## config.mk

```make
export PLATFORM = sky130hd
export DESIGN_NAME = indexed_removal_stack_top
export DESIGN_NICKNAME = d
export VERILOG_FILES = /design/src/rtl/irs_pkg.sv /design/src/rtl/irs_ram.sv /design/src/rtl/irs_seq.sv /design/src/rtl/indexed_removal_stack_top.sv
export SDC_FILE = /design/constraint.sdc
export NUM_CORES = 2
export LEC_CHECK = 0
export BUFFER_PORTS_ARGS = -buffer_cell sky130_fd_sc_hd__buf_2
export CORE_MARGIN = 3
export CORE_UTILIZATION = 58
export DETAILED_ROUTE_END_ITERATION = 10
export PLACE_DENSITY = 0.74
export REMOVE_ABC_BUFFERS = 1
export SYNTH_ARGS = -nofsm -noshare
export SYNTH_HDL_FRONTEND = slang
export SYNTH_HIERARCHICAL = 1
export SYNTH_SLANG_ARGS = --single-unit
```

## constraint.sdc

```tcl
create_clock -name i_clk -period 14.8 [get_ports i_clk]
set_input_delay 1.48 -clock i_clk [delete_from_list [all_inputs] [get_ports i_clk]]
set_output_delay 1.48 -clock i_clk [all_outputs]
set_load 0.03 [all_outputs]
```

## src/rtl/irs_pkg.sv

```systemverilog
package irs_pkg;

    // Fixed field widths of the command and result beats
    localparam int DATA_W  = 32;
    localparam int FUNC_W  = 2;
    localparam int INDEX_W = 7;
    localparam int COUNT_W = 7;

    // Command codes
    localparam logic [FUNC_W-1:0] CMD_PUSH   = 2'd0;
    localparam logic [FUNC_W-1:0] CMD_REMOVE = 2'd1;
    localparam logic [FUNC_W-1:0] CMD_READ   = 2'd2;

    // Result status codes
    typedef enum logic [1:0] {
        ST_OK    = 2'd0,
        ST_FULL  = 2'd1,
        ST_RANGE = 2'd2
    } t_status;

    // One result beat as it leaves the sequencer
    typedef struct packed {
        logic signed [DATA_W-1:0]  read_value;
        t_status                   status;
        logic        [COUNT_W-1:0] count;
        logic                      empty_res;
    } t_result;

endpackage

```

## src/rtl/irs_ram.sv

```systemverilog
module irs_ram #(
    parameter int WIDTH = 32,
    parameter int DEPTH = 64
) (
    input  logic                     i_clk,
    input  logic                     i_we,
    input  logic [$clog2(DEPTH)-1:0] i_waddr,
    input  logic [WIDTH-1:0]         i_wdata,
    input  logic [$clog2(DEPTH)-1:0] i_raddr,
    output logic [WIDTH-1:0]         o_rdata
);

    logic [WIDTH-1:0] r_mem [DEPTH];
    logic [WIDTH-1:0] r_rdata;

    // One write port, one read port with registered data
    always_ff @(posedge i_clk) begin
        if (i_we) begin
            r_mem[i_waddr] <= i_wdata;
        end
        r_rdata <= r_mem[i_raddr];
    end

    assign o_rdata = r_rdata;

endmodule

```

## src/rtl/irs_seq.sv

```systemverilog
module irs_seq #(
    parameter int DEPTH = 64
) (
    input  logic                            i_clk,
    input  logic                            i_rst_n,
    input  logic                            start,
    output logic                            busy,
    input  logic [irs_pkg::FUNC_W-1:0]      i_func,
    input  logic signed [irs_pkg::DATA_W-1:0] i_value,
    input  logic [irs_pkg::INDEX_W-1:0]     i_index,
    output logic                            o_valid,
    output irs_pkg::t_result                o_res,
    output logic                            o_ram_we,
    output logic [$clog2(DEPTH)-1:0]        o_ram_waddr,
    output logic [irs_pkg::DATA_W-1:0]      o_ram_wdata,
    output logic [$clog2(DEPTH)-1:0]        o_ram_raddr,
    input  logic [irs_pkg::DATA_W-1:0]      i_ram_rdata
);
    import irs_pkg::*;

    localparam int AW = $clog2(DEPTH);
    localparam int CW = $clog2(DEPTH + 1);
    localparam int IW = (CW > INDEX_W) ? CW : INDEX_W;

    typedef enum logic [4:0] {
        S_IDLE     = 5'b00001,
        S_RDATA    = 5'b00010,
        S_SHIFT_RD = 5'b00100,
        S_SHIFT_WR = 5'b01000,
        S_DONE     = 5'b10000
    } t_state;

    t_state                   r_state, n_state;
    logic [CW-1:0]            r_count, n_count;
    logic [AW-1:0]            r_ptr, n_ptr;
    logic signed [DATA_W-1:0] r_rd, n_rd;
    t_status                  r_status, n_status;

    logic [AW-1:0] ptr_inc;
    logic [IW-1:0] idx_ext;
    logic [IW-1:0] cnt_ext;
    logic          in_range;
    logic          is_last;
    logic          full;

    // Shared pointer step and index compares
    assign ptr_inc  = r_ptr + AW'(1);
    assign idx_ext  = IW'(i_index);
    assign cnt_ext  = IW'(r_count);
    assign in_range = idx_ext < cnt_ext;
    assign is_last  = (idx_ext + IW'(1)) == cnt_ext;
    assign full     = r_count == CW'(DEPTH);

    // Sequencer
    always_comb begin
        n_state     = r_state;
        n_count     = r_count;
        n_ptr       = r_ptr;
        n_rd        = r_rd;
        n_status    = r_status;
        o_ram_we    = 1'b0;
        o_ram_waddr = r_ptr;
        o_ram_wdata = i_ram_rdata;
        o_ram_raddr = ptr_inc;
        unique case (r_state)
            S_IDLE: begin
                o_ram_raddr = AW'(i_index);
                if (start) begin
                    n_rd     = '0;
                    n_status = ST_OK;
                    n_state  = S_DONE;
                    unique case (i_func)
                        CMD_PUSH: begin
                            if (full) begin
                                n_status = ST_FULL;
                            end else begin
                                o_ram_we    = 1'b1;
                                o_ram_waddr = AW'(r_count);
                                o_ram_wdata = $unsigned(i_value);
                                n_count     = r_count + CW'(1);
                            end
                        end
                        CMD_REMOVE: begin
                            if (!in_range) begin
                                n_status = ST_RANGE;
                            end else if (is_last) begin
                                n_count = r_count - CW'(1);
                            end else begin
                                n_ptr   = AW'(i_index);
                                n_state = S_SHIFT_RD;
                            end
                        end
                        CMD_READ: begin
                            if (!in_range) begin
                                n_status = ST_RANGE;
                            end else begin
                                n_state = S_RDATA;
                            end
                        end
                        default: begin
                        end
                    endcase
                end
            end
            S_RDATA: begin
                n_rd    = $signed(i_ram_rdata);
                n_state = S_DONE;
            end
            S_SHIFT_RD: begin
                n_state = S_SHIFT_WR;
            end
            S_SHIFT_WR: begin
                // move entry ptr+1 down to ptr
                o_ram_we = 1'b1;
                n_ptr    = ptr_inc;
                if ((CW'(ptr_inc) + CW'(1)) == r_count) begin
                    n_count = r_count - CW'(1);
                    n_state = S_DONE;
                end else begin
                    n_state = S_SHIFT_RD;
                end
            end
            S_DONE: begin
                n_state = S_IDLE;
            end
            default: begin
                n_state = S_IDLE;
            end
        endcase
    end

    // Control state
    always_ff @(posedge i_clk) begin
        if (!i_rst_n) begin
            r_state <= S_IDLE;
            r_count <= '0;
        end else begin
            r_state <= n_state;
            r_count <= n_count;
        end
    end

    // Payload
    always_ff @(posedge i_clk) begin
        r_ptr    <= n_ptr;
        r_rd     <= n_rd;
        r_status <= n_status;
    end

    assign busy               = r_state != S_IDLE;
    assign o_valid            = r_state == S_DONE;
    assign o_res.read_value   = r_rd;
    assign o_res.status       = r_status;
    assign o_res.count        = COUNT_W'(r_count);
    assign o_res.empty_res    = r_count == '0;

`ifndef SYNTHESIS
    a_count_bound: assert property (@(posedge i_clk) disable iff (!i_rst_n)
        r_count <= CW'(DEPTH))
        else $error("fill count above depth");

    a_write_in_use: assert property (@(posedge i_clk) disable iff (!i_rst_n)
        o_ram_we |-> (CW'(o_ram_waddr) <= r_count))
        else $error("write beyond top of stack");

    a_push_grows: assert property (@(posedge i_clk) disable iff (!i_rst_n)
        (start && !busy && i_func == CMD_PUSH && !full)
        |=> (r_count == $past(r_count) + CW'(1)))
        else $error("push did not grow the stack");

    a_done_single: assert property (@(posedge i_clk) disable iff (!i_rst_n)
        (r_state == S_DONE) |=> (r_state == S_IDLE))
        else $error("result strobe longer than one cycle");
`endif

endmodule

```

## src/rtl/indexed_removal_stack_top.sv

```systemverilog
// Stack of signed 32-bit words with removal at any index.
// Command channel: drive start with i_func, i_value and i_index; a command
// beat is taken at a clock edge where start is high and busy is low.
// i_func: push, remove at index, read at index. Unused codes do nothing.
// Result channel: o_valid is high for exactly one cycle with o_read_value,
// o_status, o_count and o_empty_res; the receiver must take it then, it
// cannot stall the block.
// Path from the accepting edge to the result strobe:
//   push, out-of-range, unused code, remove of the top entry: direct
//   read in range: via a read-data state (registered entry store read)
//   remove at index k: via the shift loop over all entries above k
// The remove loop moves one entry per pass through its read and write
// states, using the single read and write port of the entry store; busy
// stays high meanwhile. A new command is taken the cycle after the strobe,
// so no command is taken before the last result is out.
// Reset (synchronous, active low) empties the stack; stored words are not
// cleared and no clearing pass is needed.
module indexed_removal_stack_top #(
    parameter int DEPTH = 64
) (
    input  logic                              i_clk,
    input  logic                              i_rst_n,
    input  logic                              start,
    output logic                              busy,
    input  logic [irs_pkg::FUNC_W-1:0]        i_func,
    input  logic signed [irs_pkg::DATA_W-1:0] i_value,
    input  logic [irs_pkg::INDEX_W-1:0]       i_index,
    output logic                              o_valid,
    output logic signed [irs_pkg::DATA_W-1:0] o_read_value,
    output logic [1:0]                        o_status,
    output logic [irs_pkg::COUNT_W-1:0]       o_count,
    output logic                              o_empty_res
);
    import irs_pkg::*;

    localparam int AW = $clog2(DEPTH);

    t_result          res;
    logic             ram_we;
    logic [AW-1:0]    ram_waddr;
    logic [AW-1:0]    ram_raddr;
    logic [DATA_W-1:0] ram_wdata;
    logic [DATA_W-1:0] ram_rdata;

    // Command sequencer
    irs_seq #(
        .DEPTH (DEPTH)
    ) u_seq (
        .i_clk       (i_clk),
        .i_rst_n     (i_rst_n),
        .start       (start),
        .busy        (busy),
        .i_func      (i_func),
        .i_value     (i_value),
        .i_index     (i_index),
        .o_valid     (o_valid),
        .o_res       (res),
        .o_ram_we    (ram_we),
        .o_ram_waddr (ram_waddr),
        .o_ram_wdata (ram_wdata),
        .o_ram_raddr (ram_raddr),
        .i_ram_rdata (ram_rdata)
    );

    // Entry store
    irs_ram #(
        .WIDTH (DATA_W),
        .DEPTH (DEPTH)
    ) u_ram (
        .i_clk   (i_clk),
        .i_we    (ram_we),
        .i_waddr (ram_waddr),
        .i_wdata (ram_wdata),
        .i_raddr (ram_raddr),
        .o_rdata (ram_rdata)
    );

    assign o_read_value = res.read_value;
    assign o_status     = res.status;
    assign o_count      = res.count;
    assign o_empty_res  = res.empty_res;

endmodule
```

==> Word-level counts from Yosys, hierarchy flattened <==
Memories as Yosys holds them, arrays and structs flattened. A register that Yosys moved wholly into a read port is not among the register bits.
Cells that the tools add are included.
Widths: inputs -> output; s select.
{ "word_totals": {"memories": 1, "latch_bits": 0, "rom_bits": 0, "in_bits": 44, "wordCells": 80, "ramBits": 2048, "reg_bits": 52} }
{ "mem_list": {"columns": ["memory", "words", "width", "rd", "rd_clocked_by_memory_dff", "wr", "line", "text"], "rows": [
  ["u_ram.r_mem", 64, 32, 1, 1, 1, "irs_ram.sv:13", "logic [WIDTH-1:0] r_mem [DEPTH];"]
]} }
{ "classes": {"n_reduce_logical": 9, "n_eq_ne": 20, "n_mux": 39, "addsub": 5, "magnitude_cmp": 1, "multipliers": 0, "n_div": 0, "n_shift": 0, "bitwise": 0} }
{ "ops": {"columns": ["op", "n"], "rows": [
  ["$mux 32", 5],
  ["$pmux 32 s2", 1],
  ["$mux 6", 9],
  ["$mux 7", 5],
  ["$pmux 7 s2", 2],
  ["$mux 5", 5],
  ["$pmux 5 s4", 1],
  ["$add 7x1->7 const B", 2],
  ["$eq 7x7->1", 2],
  ["$pmux 6 s2", 1],
  ["$pmux 5 s2", 1],
  ["$add 6x1->7 const B", 1],
  ["$eq 7x7->1 const B", 1],
  ["$logic_not 7->1", 1],
  ["$lt 7x7->1", 1],
  ["$reduce_and 7->1", 1],
  ["$sub 7x1->7 const B", 1],
  ["$add 6x1->6 const B", 1],
  ["$mux 1", 6],
  ["$ne 2x2->1 const B", 3],
  ["$ne 3x2->1 const B", 2],
  ["$ne 3x3->1 const B", 2],
  ["$eq 5x1->1 const B", 1],
  ["$eq 5x2->1 const B", 1],
  ["15 further kinds", 18]
]} }

==> Longest topological paths before layout <==
{ "depth": {"ltp_word": 7, "ltp_mapped": 15} }

==> Cells and area by module <==
The synthesis kept the hierarchy.
{ "by_module_without_submodules": {"columns": ["module", "seq_area_each_um2", "cells_per_inst", "area_per_inst_um2", "n_inst"], "rows": [
  ["irs_ram", 62139.6, 3324, 78515.3, 1],
  ["irs_seq", 1441.4, 348, 3519.6, 1]
]} }

==> Worst setup path after synthesis <==
Ideal clock, no wire load.
{ "synth_timing": {"kind": "input to register", "from": "input i_func[0] in the netlist's numbering", "to": "memory u_ram.r_mem[49][0], enable pin", "arrival_ns": 5.422, "t_required_ns": 14.339, "setup_time_ns": 0.461, "setup_slack_ns": 8.917, "path_buffers": 1, "path_stages": 9, "cell_sequence": "inv_1 -> ha_1 -> inv_1 -> nor3_1 -> nand2_1 -> clkbuf_1 -> o21ai_0 -> nand4_1 -> nor3_1"} }
{ "synth_via": {"word_cells_on_any_way": 9, "cone_classes": "8 x mux; 1 x reduce/logical"} }
{ "synth_lines": {"columns": ["element", "line", "text"], "rows": [
  ["start: declaration", "indexed_removal_stack_top.sv:25", "input logic [irs_pkg::FUNC_W-1:0] i_func,"],
  ["$logic_not 2->1", "irs_seq.sv:72", "unique case (i_func)"],
  ["$mux 6", "irs_seq.sv:72", null],
  ["$mux 6", "irs_seq.sv:68", "if (start) begin"],
  ["$mux 6", "irs_seq.sv:65", "unique case (r_state)"],
  ["net ram_waddr[0]", "indexed_removal_stack_top.sv:40", "logic [AW-1:0] ram_waddr;"],
  ["end: declaration", "irs_ram.sv:13", null]
]} }
The timed path passes the listed nets, and every way through them passes these cells.

==> Worst setup path after layout <==
{ "layout_timing": {"from": "register u_seq.r_state[4]", "to": "memory u_ram.r_mem[31][7], enable pin"} }
{ "layout_via": {"word_cells_on_any_way": 6, "cone_classes": "2 x eq/ne; 4 x mux"} }
{ "layout_lines": {"columns": ["element", "line", "text"], "rows": [
  ["start: declaration", "irs_seq.sv:33", "t_state r_state, n_state;"],
  ["start signal: assignment", "irs_seq.sv:138", "r_state <= n_state;"],
  ["$eq 5x1->1", "irs_seq.sv:65", null],
  ["$mux 6", "irs_seq.sv:65", null],
  ["net ram_waddr[1]", "indexed_removal_stack_top.sv:40", null]
]} }
The timed path passes the listed nets, and every way through them passes these cells.

==> results.toml <==
[worst_setup_path]
start_kind = "flip-flop"
crit_chain = "nor3_1, nand3b_1, buf_4, nor3_1, nand2_2, buf_4, o21ai_0, nand4_1, nor2_4, buf_4"
required_ps = 15240
end_kind = "flip-flop"
cp_slowest_stage_delay_ps = 1030
cp_max_fo = 32
cpMostUsedCell = "buf_4"
crit_family = "simple AND/OR/NAND/NOR gates"
crit_path_top_delay_cell = "nand4_1"
criticalPathCategory = "flip-flop to flip-flop"
r2r_slack_ps = 8740
path_buf_inv = 3
cp.arrival_ps = 6500

[grt]
antenna_found_initial = 13
grt_pass1_vias = 40270
gr-total-overflow = 0
grt_pass1_wl_mm = 291.4
grt_max_degree = 133
track_usage = 0.2819

[cells_and_area]
fillers = 8737
area_growth_pct = 11.88
drive_gt1_frac = 0.2832
nets = 3937

[sta]
whs_ps = 491.0
finalSetupTns_ps = 0
worst_slew_pin_slew_ps = 1297
slew_headroom = 0.1352
finalHoldViolations = 0
fin_skew_ps = 21.04
rsz0062_at_grt = "false"
setup_violations = 0
slew_violations = 0
max_freq_mhz = 164.9
min_period_ps = 6064
period_share = 0.4097

[synth]
yosys.area.top_type = "edfxtp_1"
ys_warn_count = 6
synthMuxAreaShare = 0.1653
yosysTopAreaCellShare = 0.7643
synth_commonest_cells = "edfxtp_1, mux4_2, nor2_1"
syn_area_um2 = 82030
syn_avg_cell_area_um2 = 22.34
synth-seq-cells = 2132
synth.most_common_cell = "edfxtp_1"
yosys.area_share.simple = 0.02126
synth_top_family_by_area = "multiplexers"
synth_edf_count = 2088
ys.flop_type = "edfxtp_1"
synth.distinct_cells = 66
async_reset_ff_frac = 0
seq_area_frac_synth = 0.7750
synthCells = 3672
synth_xor_area_frac = 0.002013
synth.area.top_cells = "edfxtp_1, mux4_2, mux2i_1"
synth_compound_area_frac = 0.02102
yosys.area_share.adder = 0.002745

[routing]
viasPerCell = 6.814
wl_mm = 202.5
route.vias.total = 40390
ant_nets = 0
drc = 0
first_pass_iters = 5
avgRoutedWirePerCell_um = 34.15
dr.first_iter.drc_count = 5477

[floorplanning]
core_um2 = 140000
dieArea_um2 = 146000
start_util = 0.5858
dieHeight_um = 382.1
pin_count = 88
fp.dieW_um = 382.1
row_count = 137

[clock_network]
h-tree-depth = 4
cts_root_buffer = "clkbuf_16"
max-clock-path-buffers = 3
cts.clk_slew.worst_paths_ps = 60
cts.repair.resized = 0
cts_tree = "built"
holdBufCountCts = 0
clk_latency_ps = 820
cts.sinks = 2132
post-cts-setup-buffer-count = 0
cts_made_buffers = 204

[power]
powerDensity_nw_per_um2 = 169.6
power_leakage_nw = 28.85
peakVddDrop_mv = 0.1872

[place]
dpl.hpwl_mm = 104.1
gp_congestion = 0.8139
io_buffers = 87

[run]
drv_cap = 0

[worst_hold_path]
worstHoldPathType = "flip-flop to flip-flop"

[status]
outcome = "finished clean"
[logic make-up (layout without fill, tap and decap cells)]
kind of cell	Yosys count	in the layout
buf+inv	217	588
simple gates	352	352
fa+ha+maj	18	18
flops	2132	2132
xor+xnor	18	18
mux	671	671
compound gates	264	264
other cells	0	9
[flip-flops by register name (all words and copies together) (netlist names)]
register        count
u_ram/r_mem      2048
u_seq/cnt_ext       7
u_seq/r_rd         32
u_seq/r_status      2
u_seq/r_state       5
u_ram/o_rdata      32
u_seq/r_ptr         6
[through the flow]
step	total power [W]	std cells	instance area, um^2	utilization	setup WS, ps
2_1_floorplan	0.01127	3472	81070	-	-37410
3_3_place_gp	0.01057	5545	85310	0.6091	8301
3_5_place_dp	0.01063	5545	85310	0.6091	8100
4_1_cts	0.01564	5919	91760	0.6552	8873
5_1_grt	0.01608	5919	91760	0.6552	8476
6_report	0.01557	5928	91780	0.6553	8736
[worst min-delay path, delay by kind of cell, from the launching register on]
| kind | cells | cell delay [ps] |
|---|---|---|
| DFF | 1 | 310 |
| and+or+nand+nor | 2 | 140 |
[power by group]
| group | switching, W | leakage [nW] | internal (W) |
|---|---|---|---|
| clock network | 0.00215 | 3.17 | 0.00288 |
| registers | 0.0000996 | 19.1 | 0.00758 |
| logic | 0.00195 | 6.55 | 0.000898 |
[area by class of cell]
type	count	area (um^2)	area share
diodes	9	22.52	0.0002454
clock buffers	260	5429	0.05915
clock inverters	114	1020	0.01111
inverters	17	63.81	0.0006953
multi-input cells	1323	17980	0.1959
flip-flops and latches	2132	63580	0.6928
well taps	1876	2347	0.02558
repair buffers	197	1336	0.01456
[final timing paths]
| path | to | from | cells past startpoint |
|---|---|---|---|
| max | u_ram/r_mem[31][7] | u_seq/r_state[4] | 10 |
| min | u_seq/r_state[3] | u_seq/r_state[2] | 2 |
| max reg2reg | u_ram/r_mem[31][7] | u_seq/r_state[4] | 10 |
| min reg2reg | u_seq/r_state[3] | u_seq/r_state[2] | 2 |
[layer usage]
| metal | global-route usage | vias up | part of all wire |
|---|---|---|---|
| met5 | 0 | - | 0.00013 |
| met4 | 0.1007 | 4 | 0.036 |
| met3 | 0.07213 | 403 | 0.11 |
| met2 | 0.4343 | 2592 | 0.48 |
| met1 | 0.3990 | 21440 | 0.37 |
| li1 | - | 15950 | - |
[cell usage in the layout (no fill, tap or decap), drive strengths merged, types with 32 or more instances in the layout]
master,count
edfxtp,2088
mux2,32
nand2,44
nor2,159
mux4,544
o22ai,85
clkinv,85
a21oi,84
dfxtp,44
buf,197
and2,36
clkbuf,260
mux2i,95
No activity file was read; power rests on OpenSTA's default activity.
